**config.mk**
```make
export PLATFORM = sky130hd
export DESIGN_NAME = bog_div_stage
export DESIGN_NICKNAME = d
export VERILOG_FILES = /design/src/sv/bog_pkg.sv /design/src/sv/bog_div_stage.sv
export SDC_FILE = /design/constraint.sdc
export NUM_CORES = 1
export LEC_CHECK = 0
export BUFFER_PORTS_ARGS = -buffer_cell sky130_fd_sc_hd__buf_2
export CORE_ASPECT_RATIO = 0.9
export CORE_MARGIN = 2
export CORE_UTILIZATION = 45
export DETAILED_ROUTE_END_ITERATION = 8
export PLACE_DENSITY = 0.7
export SLEW_MARGIN = 20
export SYNTH_ARGS = -nofsm -noshare
export SYNTH_HDL_FRONTEND = slang
export SYNTH_SLANG_ARGS = --single-unit
```
**constraint.sdc**
```tcl
create_clock -name clk -period 15.15 [get_ports clk]
set_input_delay 3.03 -clock clk [delete_from_list [all_inputs] [get_ports clk]]
set_output_delay 3.03 -clock clk [all_outputs]
set_load 0.05 [all_outputs]
```
**src/sv/bog_pkg.sv**
```systemverilog
// Shared constants, types and helpers for the broadcast offset generator.
`timescale 1ns / 1ps

package bog_pkg;

  // Shape and index geometry
  localparam int MAX_DIMS    = 4;
  localparam int EXT_W       = 16;
  localparam int IDX_W       = 32;
  localparam int RANK_W      = 3;
  localparam int DIM_W       = (MAX_DIMS > 1) ? $clog2(MAX_DIMS) : 1;
  localparam int CFG_W       = 64;
  localparam int ADDR_W      = 6;

  // Divider slicing: quotient bits retired per stage
  localparam int BITS_PER_STG = 4;
  localparam int DIV_STEPS    = IDX_W / BITS_PER_STG;
  localparam int DIV_STAGES   = MAX_DIMS * DIV_STEPS;

  // Register indexes
  localparam logic [2:0] REG_OUT_RANK   = 3'd0;
  localparam logic [2:0] REG_LEFT_RANK  = 3'd1;
  localparam logic [2:0] REG_RIGHT_RANK = 3'd2;
  localparam logic [2:0] REG_OUT_EXT    = 3'd3;
  localparam logic [2:0] REG_LEFT_EXT   = 3'd4;
  localparam logic [2:0] REG_RIGHT_EXT  = 3'd5;

  typedef logic [MAX_DIMS-1:0][EXT_W-1:0] coord_t;

  // Item state while it walks the divider stages
  typedef struct packed {
    logic             vld;
    logic [IDX_W-1:0] idx;
    logic [IDX_W-1:0] q;     // dividend shifting into quotient
    logic [EXT_W-1:0] rem;
    coord_t           coord;
    logic             zero;  // a live output extent is zero
  } div_t;

  // Item state while it walks the offset accumulation stages
  typedef struct packed {
    logic             vld;
    logic [IDX_W-1:0] idx;
    logic             ok;
    coord_t           coord;
    logic [IDX_W-1:0] lacc;
    logic [IDX_W-1:0] racc;
  } hrn_t;

  // Rank clipped to the supported dimension count
  function automatic logic [RANK_W-1:0] sat_rank(input logic [RANK_W-1:0] r);
    sat_rank = (r > RANK_W'(MAX_DIMS)) ? RANK_W'(MAX_DIMS) : r;
  endfunction

endpackage

```
**src/sv/bog_div_stage.sv**
```systemverilog
// One slice of the pipelined divider: retires BITS_PER_STG quotient bits per cycle while en is high.
`timescale 1ns / 1ps

module bog_div_stage (
  input  logic                      clk,
  input  logic                      rst_n,
  input  logic                      en,
  input  bog_pkg::div_t             d_i,
  input  logic [bog_pkg::EXT_W-1:0] ext,
  input  logic                      act,
  input  logic                      zero_ext,
  input  logic                      first,
  input  logic                      last,
  input  logic [bog_pkg::DIM_W-1:0] dim,
  output bog_pkg::div_t             d_o
);

  bog_pkg::div_t                d_nxt;
  bog_pkg::div_t                d_r;
  logic [bog_pkg::IDX_W-1:0]    q;
  logic [bog_pkg::EXT_W-1:0]    rem;
  logic [bog_pkg::EXT_W:0]      rt;

  // restoring division steps
  always_comb begin
    d_nxt = d_i;
    q     = d_i.q;
    rem   = first ? '0 : d_i.rem;
    rt    = '0;
    if (act) begin
      for (int k = 0; k < bog_pkg::BITS_PER_STG; k++) begin
        rt = {rem, q[bog_pkg::IDX_W-1]};
        q  = {q[bog_pkg::IDX_W-2:0], 1'b0};
        if (rt >= {1'b0, ext}) begin
          rt   = rt - {1'b0, ext};
          q[0] = 1'b1;
        end
        rem = rt[bog_pkg::EXT_W-1:0];
      end
      d_nxt.q   = q;
      d_nxt.rem = rem;
      if (last) begin
        d_nxt.coord[dim] = rem;
      end
    end
    d_nxt.zero = d_i.zero | zero_ext;
  end

  always_ff @(posedge clk) begin
    if (!rst_n) begin
      d_r.vld <= 1'b0;
    end else if (en) begin
      d_r <= d_nxt;
    end
  end

  assign d_o = d_r;

endmodule

```
==> metrics.txt <==
status complete, no violations; Post-CTS Resized 0; Crit path buffers/inverters 3; area delta synth->final 25.1%; per-cell routed wire length 19.4 µm; Die H around 140 µm; First DRT Iteration DRCs about 720; antenna violations before repair 4; Detailed Route WL 30.0 mm; Final Wtd Congestion around 0.97; Synth cell types 73; R2R setup slack around 15 ns; Critical Path End d_o[75]; power per standard cell area 193 nW/µm²; Total Routing Usage GR approximately a quarter; std cell rows slightly above 50; Crit Reg-Reg Startpoint d_o[145]; mapped cell area just under 10000 µm²; Internal Power between 1 and 1.5 mW; most used cell, CP a21oi_1; fmax roughly 75 MHz; crit-path max cell delay between 0.6 and 0.7 ns; max-cap violation count 0; critical path launch point first; Hold WC Path Type reg2reg; Post-route DRC 0; peak supply drop 0.136 mV; crit path DAT ~13 ns; Num CTS Buffers 17; syn avg cell area approximately 10 µm²; Hold Fails Final Rpt 0; Leak approximately 5.3 nW; setup TNS 0 ns; DIE WIDTH between 150 and 200 µm; CTS root buf clkbuf_16; Core Area ~21000 µm²; Post-synth EDFFs roughly 150; commonest non-fill, non-tap cell in the layout buf_2; FF-to-FF End d_o[145]; critical path's top delay family compound AO/OA/AOI/OAI gates; crit path time final ~13 ns; Detailed Routing Iterations Pass 1 5; Slew HR 28.7%; Synth Register Bits 146; dpl hpwl around 24 mm; Setup Fix Bufs, Post-CTS 0; Pwr Total ~2.4 mW; layout net count between 1000 and 1500; Initial Utilization 45.5%; DRT antenna net count 0; CP Capture Type register; Bufs on Longest Clock Path 2; H-tree Lvls 4; sequential share of the synthesized area between 40% and 50%; critical path class in2reg; Worst Max-Slew Pin Slew about 1.1 ns; Crit path required time 15.29 ns; Clk pwr share 17.9%; cell count of the worst reg-to-reg path 2; Hold WS roughly 0.56 ns; Async S/R FF share, synth 0%; Hold Buf Count CTS 0; Inst Count DP ~1500; RSZ-0062 raised after global routing false; CP max FO 28; sequential power share approximately 22%; Final Max Slew Viols 0; PortBufs around 320; period utilization approximately 88%; vias approximately 8500; Max Clock Skew 0 ns; startpoint types primary input; first-pass GRT wire length 43.3 mm; Sink Count 146; Die ar. between 20000 and 25000 µm²; clk_lat worst skew between 0.4 and 0.5 ns; max reg flops about 150; most frequent cells in the layout buf_2 (316), edfxtp_1 (145), nand2_1 (113); most common flop cell mapped by yosys edfxtp_1; Gate power share roughly 60%; vias per inst 5.49; vias in the first global route ~7600; gr ovfl total 0; Switching Share 47.1%; Finished Layout Cells ~1600; share of cells above drive strength 1 34.7%; slowest stage cell, crit path a21oi_4; syn nets ~1200; TritonCTS clock tree yes; # setup viols final 0; instance count on the critical path 42; Worst-path clk slew roughly 0.080 ns; Ys Warns 0; NetSw between 1 and 1.5 mW; Syn Inst Count around 940; Top Ports 317; pin count of the biggest net entering global routing 86
worst min-delay path, cell delays in order (launching register included):
cell     delay [ns]
dfxtp_1        0.33
mux2i_1        0.07
nor2b_1        0.12
metal layers:
metal	GRT usage (%)	up-vias	share of wire [%]	routed length [µm]
met5	0	-	0.077	23
met4	7.99	4	2.2	675
met3	5.43	50	7.4	2220
met2	42.1	363	49	14600
met1	32.0	3986	42	12500
li1	-	4099	-	-
layout make-up:
| type | count | area [µm²] |
|---|---|---|
| antenna | 1 | 2.50 |
| clock buffer | 17 | 425 |
| clock inverter | 15 | 183 |
| fill | 1886 | 9240 |
| inverter | 40 | 150 |
| multi-input combinational | 718 | 5070 |
| sequential | 146 | 4370 |
| tap | 291 | 364 |
| timing repair buffer | 322 | 1630 |
Yosys cell counts (all sizes together), types with 3 or more instances:
| library cell | instances | area [µm²] |
|---|---|---|
| o21ai | 103 | 527 |
| fa | 4 | 80.1 |
| edfxtp | 145 | 4350 |
| nand3 | 18 | 90.1 |
| o21bai | 5 | 37.5 |
| nand3b | 3 | 22.5 |
| nor2 | 64 | 240 |
| mux2i | 24 | 320 |
| a211oi | 4 | 35.0 |
| a21oi | 69 | 360 |
| nand4b | 3 | 41.3 |
| or3 | 3 | 18.8 |
| xnor2 | 30 | 263 |
| o21a | 9 | 67.6 |
| buf | 12 | 82.6 |
| and3 | 3 | 18.8 |
| ha | 62 | 776 |
| nand2 | 113 | 424 |
| o211ai | 9 | 81.3 |
| a31o | 3 | 26.3 |
| nand4 | 9 | 56.3 |
| nor3 | 9 | 45.0 |
| nand2b | 9 | 63.8 |
| mux2 | 50 | 574 |
| clkbuf | 20 | 75.1 |
| xor2 | 17 | 149 |
| a41oi | 3 | 33.8 |
| nor4 | 6 | 37.5 |
| o31ai | 4 | 35.0 |
| o31a | 5 | 43.8 |
| nor2b | 27 | 169 |
| a21o | 14 | 105 |
| a31oi | 5 | 31.3 |
| a211o | 3 | 26.3 |
| inv | 40 | 150 |
worst min path at each step:
stage	start	to	slack, ns	cells after the start
final	d_o[145]	d_o[145]	0.56	2
after detailed placement	d_o[145]	d_o[145]	0.54	2
after floorplan	d_o[145]	d_o[145]	0.74	2
after global placement	d_o[145]	d_o[145]	0.50	2
after global routing	d_o[145]	d_o[145]	0.59	2
after CTS	d_o[145]	d_o[145]	0.55	2
logic make-up (layout without fill, tap and decap cells):
kind of cell / after synthesis / after routing / synth area share, %
simple gates: 278 / 278 / 13.5
compound gates: 253 / 253 / 16.3
flops: 146 / 146 / 44.9
mux: 74 / 74 / 9.18
buf+inv: 72 / 394 / 3.16
fa+ha+maj: 66 / 66 / 8.78
xor+xnor: 47 / 47 / 4.22
other cells: 0 / 1 / 0
stage by stage:
step / instance area (µm²) / utilization, % / setup WS (ns)
after global placement: 11600 / 54.0 / 1.68
after global routing: 12200 / 56.9 / 0.947
after floorplan: 9750 / - / 2.75
after CTS: 12200 / 56.9 / 1.91
after detailed placement: 11600 / 54.0 / 1.44
final: 12200 / 56.9 / 1.82
power by group through the flow:
stage	clock (mW)	combinational [mW]	sequential [mW]
after floorplan	0	0.926	0.680
after global placement	0	1.38	0.530
after detailed placement	0	1.40	0.530
after CTS	0.428	1.40	0.521
after global routing	0.444	1.52	0.524
final	0.422	1.42	0.521
(Power assumes the default switching activity.)
