### src/sv/bog_pkg.sv
// Shared constants, types and helpers for the broadcast offset generator.
`timescale 1ns / 1ps

package bog_pkg;

  // Shape and index geometry
  localparam int MAX_DIMS    = 4;
  localparam int EXT_W       = 16;
  localparam int IDX_W       = 32;
  localparam int RANK_W      = 3;
  localparam int DIM_W       = (MAX_DIMS > 1) ? $clog2(MAX_DIMS) : 1;
  localparam int CFG_W       = 64;
  localparam int ADDR_W      = 6;

  // Divider slicing: quotient bits retired per stage
  localparam int BITS_PER_STG = 4;
  localparam int DIV_STEPS    = IDX_W / BITS_PER_STG;
  localparam int DIV_STAGES   = MAX_DIMS * DIV_STEPS;

  // Register indexes
  localparam logic [2:0] REG_OUT_RANK   = 3'd0;
  localparam logic [2:0] REG_LEFT_RANK  = 3'd1;
  localparam logic [2:0] REG_RIGHT_RANK = 3'd2;
  localparam logic [2:0] REG_OUT_EXT    = 3'd3;
  localparam logic [2:0] REG_LEFT_EXT   = 3'd4;
  localparam logic [2:0] REG_RIGHT_EXT  = 3'd5;

  typedef logic [MAX_DIMS-1:0][EXT_W-1:0] coord_t;

  // Item state while it walks the divider stages
  typedef struct packed {
    logic             vld;
    logic [IDX_W-1:0] idx;
    logic [IDX_W-1:0] q;     // dividend shifting into quotient
    logic [EXT_W-1:0] rem;
    coord_t           coord;
    logic             zero;  // a live output extent is zero
  } div_t;

  // Item state while it walks the offset accumulation stages
  typedef struct packed {
    logic             vld;
    logic [IDX_W-1:0] idx;
    logic             ok;
    coord_t           coord;
    logic [IDX_W-1:0] lacc;
    logic [IDX_W-1:0] racc;
  } hrn_t;

  // Rank clipped to the supported dimension count
  function automatic logic [RANK_W-1:0] sat_rank(input logic [RANK_W-1:0] r);
    sat_rank = (r > RANK_W'(MAX_DIMS)) ? RANK_W'(MAX_DIMS) : r;
  endfunction

endpackage

### src/sv/bog_hrn_stage.sv
// One Horner step per operand: acc = acc * extent + coordinate.
`timescale 1ns / 1ps

module bog_hrn_stage (
  input  logic                      clk,
  input  logic                      rst_n,
  input  logic                      en,
  input  bog_pkg::hrn_t             h_i,
  input  logic [bog_pkg::DIM_W-1:0] dim,
  input  logic [bog_pkg::EXT_W-1:0] l_ext,
  input  logic [bog_pkg::EXT_W-1:0] r_ext,
  input  logic                      l_use,
  input  logic                      r_use,
  output bog_pkg::hrn_t             h_o
);

  bog_pkg::hrn_t                           h_nxt;
  bog_pkg::hrn_t                           h_r;
  logic [bog_pkg::EXT_W-1:0]               lc;
  logic [bog_pkg::EXT_W-1:0]               rc;
  logic [bog_pkg::IDX_W+bog_pkg::EXT_W-1:0] lprod;
  logic [bog_pkg::IDX_W+bog_pkg::EXT_W-1:0] rprod;

  // broadcast dimensions of extent one read coordinate zero
  always_comb begin
    lc    = (l_ext == bog_pkg::EXT_W'(1)) ? '0 : h_i.coord[dim];
    rc    = (r_ext == bog_pkg::EXT_W'(1)) ? '0 : h_i.coord[dim];
    lprod = h_i.lacc * l_ext;
    rprod = h_i.racc * r_ext;
    h_nxt = h_i;
    if (l_use) begin
      h_nxt.lacc = lprod[bog_pkg::IDX_W-1:0] + bog_pkg::IDX_W'(lc);
    end
    if (r_use) begin
      h_nxt.racc = rprod[bog_pkg::IDX_W-1:0] + bog_pkg::IDX_W'(rc);
    end
  end

  always_ff @(posedge clk) begin
    if (!rst_n) begin
      h_r.vld <= 1'b0;
    end else if (en) begin
      h_r <= h_nxt;
    end
  end

  assign h_o = h_r;

endmodule

### config.mk
export PLATFORM = sky130hd
export DESIGN_NAME = bog_hrn_stage
export DESIGN_NICKNAME = d
export VERILOG_FILES = /design/src/sv/bog_pkg.sv /design/src/sv/bog_hrn_stage.sv
export SDC_FILE = /design/constraint.sdc
export NUM_CORES = 2
export LEC_CHECK = 0
export BUFFER_PORTS_ARGS = -buffer_cell sky130_fd_sc_hd__buf_4
export CAP_MARGIN = 20
export CORE_MARGIN = 2
export CORE_UTILIZATION = 55
export DETAILED_ROUTE_END_ITERATION = 6
export PLACE_DENSITY = 0.78
export SYNTH_ARGS = -nofsm -noshare
export SYNTH_HDL_FRONTEND = slang
export SYNTH_SLANG_ARGS = --single-unit
export TNS_END_PERCENT = 1
### constraint.sdc
create_clock -name clk -period 6.3 [get_ports clk]
set_input_delay 0.945 -clock clk [delete_from_list [all_inputs] [get_ports clk]]
set_output_delay 0.945 -clock clk [all_outputs]
set_load 0.02 [all_outputs]
==> results.md <==
Synth:
- After synthesis, the share of flip-flops with an asynchronous set or reset is 0%.
- The share of the Yosys chip area taken by registers is ~16%.
- The average size of a mapped cell is 9.53 um2.
- For this run, the leading register cell type out of synthesis is sky130_fd_sc_hd__edfxtp_1.
- Sorting the synthesized cells by area gives the leading types as sky130_fd_sc_hd__fa_1 41%, sky130_fd_sc_hd__edfxtp_1 16%, sky130_fd_sc_hd__inv_1 10%, sky130_fd_sc_hd__ha_1 6.7%, sky130_fd_sc_hd__and2_1 6.5%.
- The synthesized netlist net count is about 4300.
- In this run the cell area of the synthesized design comes to between 30000 and 40000 um2.
- The portion of synthesized cell area occupied by the leading cell type is 41.3%.
- The number of enable flip-flop cells after synthesis is between 150 and 200.
- The cell count after synthesis is around 3200.
- For this run, the number of Yosys warnings is 0.
- The synthesized design contains roughly 160 register bits.
- The count of cell types in the netlist is 72.
- The cell taking the most area after synthesis is sky130_fd_sc_hd__fa_1.

STA:
- Setup total negative slack on the finished layout was measured at 0 ns.
- Setup repair after global routing could not meet its margin everywhere.
- The share of the clock period used by the worst path after layout is 98.7%.
- The clock skew is 0 ns.
- The total count of max-transition violations in the final report was 0.
- The shortest period the worst path allows is 6.22 ns.
- The maximum operating frequency is 0.161 GHz.
- The worst relative slew slack is 32.6%.
- The final hold violation count was 0.
- On the final layout, the worst hold slack is approximately 0.53 ns.
- At the pin with the least slew margin, the transition time is 1.01 ns.
- The setup-violating endpoint count in the final report is 0.

Routing:
- The number of DRC violations after detailed-routing iteration 0 is 1527.
- The total routed wirelength is 82.9 mm.
- The average wire per cell in the routed design is between 15 and 20 um.
- The sum of routed wire segments on met1 is ~33 mm.
- Summed over all nets, wire length on met3 after detailed routing comes to between 6 and 7 mm.
- Using the TritonRoute via totals, the vias-per-cell ratio works out to 5.18.
- The detailed-router iteration count before antenna repair is 6.
- The highest routing layer actually used is met4.
- The detail route stage leaves a number of antenna-violating nets equal to 0.
- For this run, design rule violations remaining after detail routing come to 0.
- The sum of met2 wire segment lengths after detailed routing is 40.7 mm.
- The routed via count is 23600.

Run:
- The reported max-cap violation count is 0.

Critical path:
- The worst setup path is captured at a flip-flop.
- The startpoint identified for the worst register-to-register timing path is h_o[161].
- For this run, the slowest stage of the critical path takes 0.53 ns.
- In this run the worst path has a maximum fanout of 11.
- Walking the worst path, the cells encountered are buf_4 > and2_1 > fa_1 > inv_1 > fa_1 > fa_1 > inv_1 > fa_1 > fa_1 > inv_1 > fa_1 > inv_1 > ha_1 > o21ai_1 > o21ai_1 > nor3_2 > buf_4 > o31ai_4 > a211oi_2 > o21bai_1 > xor2_1 > mux2_2.
- Counting cells, the worst reg-to-reg path comes to 2.
- By instance count, the cell type seen most on the critical path is sky130_fd_sc_hd__fa_1.
- The critical path is of the in2reg type.
- The slack of the worst reg-to-reg path is 5.71 ns.
- The sort of element at the start of the critical path is a primary input.
- The worst path required time is 6.55 ns.
- In this run the critical register-to-register path is captured at h_o[161].
- For the worst setup path, the data arrival time is 6.46 ns.
- The slowest stage of the critical path is the sky130_fd_sc_hd__fa_1 cell.

Placed design:
- The half-perimeter wire length after detailed placement is 71.2 mm.
- At the end of routability-driven placement, the weighted congestion stood at around 0.94.
- The count of input and output buffers is 362.
- Once placement finished, the instance area stood at 36700 um2.

GRT:
- Entering global routing, the biggest net connects 162 pins.
- The leftover overflow at the end of global routing is 0.
- The number of global-route vias before repair was 25500.
- The first-pass GRT wire length is 134 mm.
- In the global route stage, overall resource usage came out at 30.2%.
- The number of antenna violations at the first check in global routing was 0.

Worst hold path:
- The worst hold path depth is 2.
- The type of the tightest min-delay check is reg2reg.
- For hold timing, the worst endpoint is h_o[161].
- The origin of the worst min-delay path is h_o[161].

Clocking:
- TritonCTS built the clock tree.
- Clock latency on the worst-skew pair, taken at its later pin, is 0.50 ns.
- The clock-pin slew of the registers on the worst-case setup and hold paths is 0.08 ns.
- The cell at the root of the clock tree is sky130_fd_sc_hd__clkbuf_16.
- Counting along the longest clock path gives a buffer depth of 2.
- The maximum level of the CTS H-tree is 4.
- The total of hold buffers inserted after clock tree synthesis is 0.
- The TritonCTS buffer count is 17.
- Counting every sink on the clock net gives 162.

Cells and area:
- The post-layout instance area is 37400 um2.
- The number of flip-flops in the largest register is 162.
- The antenna diode instance count is 0.
- The flip-flop and latch area is 4850 um2.
- The post-route core utilization is a little under 70%.
- The number of filler instances in the final layout is 4253.
- The leading cell type in the layout, fill and taps excluded is sky130_fd_sc_hd__inv_1.
- The count of nets after finishing is between 4000 and 5000.
- The layout cell share with drive strength beyond 1 is 21.6%.
- Summing all multi-input logic gate instances after layout gives between 20000 and 25000 um2.
- The signed area change from the synthesized netlist to the final layout is 20.9%.
- Leaving out fill and tap cells, the most frequent cells in the layout are 852 x sky130_fd_sc_hd__inv_1, 668 x sky130_fd_sc_hd__buf_4, 636 x sky130_fd_sc_hd__fa_1.

Die:
- In this run the core area contains 86 standard-cell rows.
- The area inside the core boundary is 55300 um2.
- around 360 I/O pins were placed.
- Measured along the y axis, the die boundary spans around 240 um.
- The overall die area is 58100 um2.
- From left edge to right edge, the die measures roughly 240 um.
- The initial core utilization is 55.9%.

Outcome:
- The run finished with clean final reports.
==> final cells by class <==
class,count,share of cell area [%]
Inverter,853,8.56
Tap cell,748,2.50
Timing Repair Buffer,682,14.0
Multi-Input combinational cell,2084,60.2
Clock inverter,15,0.612
Sequential cell,162,13.0
Clock buffer,17,1.14
==> routing by layer <==
metal / vias up / global-route usage (%)
li1: 10600 / -
met1: 11900 / 39.6
met2: 917 / 50.8
met3: 176 / 5.43
met4: 0 / 10.5
met5: - / 0
==> metrics by stage <==
stage | setup WS, ns | std cells
3_5_place_dp | -0.355 | 4528
6_report | 0.0839 | 4561
4_1_cts | 0.122 | 4560
5_1_grt | -0.128 | 4561
3_3_place_gp | -0.299 | 4528
2_1_floorplan | -0.0632 | 3246
==> timing repair <==
action | in CTS | in global routing
setup buffers | 0 | 1
resized for setup | 0 | 18
endpoints found under the setup margin | 0 | 11
==> critical path, delay by kind of cell <==
family                     cells  cell delay (ns)
AOI/OAI and AO/OA              5             0.93
xor gates and xnor gates       1             0.14
and+or+nand+nor                2             0.24
adders and majority gates      7             3.38
buffers and inverters          6             0.53
muxes                          1             0.28
==> cell families after synthesis <==
logic type | count (synthesis) | share of synthesized area [%]
adder cells (fa/ha/maj) | 804 | 48.0
flip-flops | 162 | 15.7
multiplexers | 58 | 2.69
buffers and inverters | 1000 | 12.1
XOR/XNOR | 100 | 2.83
AND/OR/NAND/NOR | 955 | 14.8
AO/OA/AOI/OAI | 167 | 3.81
==> worst max path at each step <==
| stage | startpoint | end | slack [ns] |
|---|---|---|---|
| after CTS | l_ext[1] | h_o[57] | 0.12 |
| after floorplan | l_ext[4] | h_o[54] | -0.06 |
| after global routing | h_i[42] | h_o[57] | -0.13 |
| after global placement | r_ext[10] | h_o[29] | -0.30 |
| after detailed placement | l_ext[1] | h_o[57] | -0.36 |
| final | h_i[42] | h_o[57] | 0.08 |
==> Yosys cell counts, drive strengths merged (2+ instances only) <==
cell type  number
a21oi          42
o21bai          9
clkbuf        140
a211o           6
o21ai          35
a31o            5
nand4b          2
a22oi           2
o2bb2ai         3
a21boi          2
xnor2          75
nor2b           6
a211oi         14
ha            166
fa            638
a21o           16
nand3          13
o21a            8
inv           853
nor4b           2
nand2         530
and4            3
edfxtp        161
nand2b          4
mux2           41
and2          322
o211ai          2
nor4           10
mux4           16
o311ai          3
a2111o          2
nor3            7
and3            5
o31ai           4
nand4          10
a31oi           4
nor2           37
buf             7
xor2           25
Power is not shown: default switching activity piles up to over one toggle a cycle in this logic, so the estimate is an artifact.
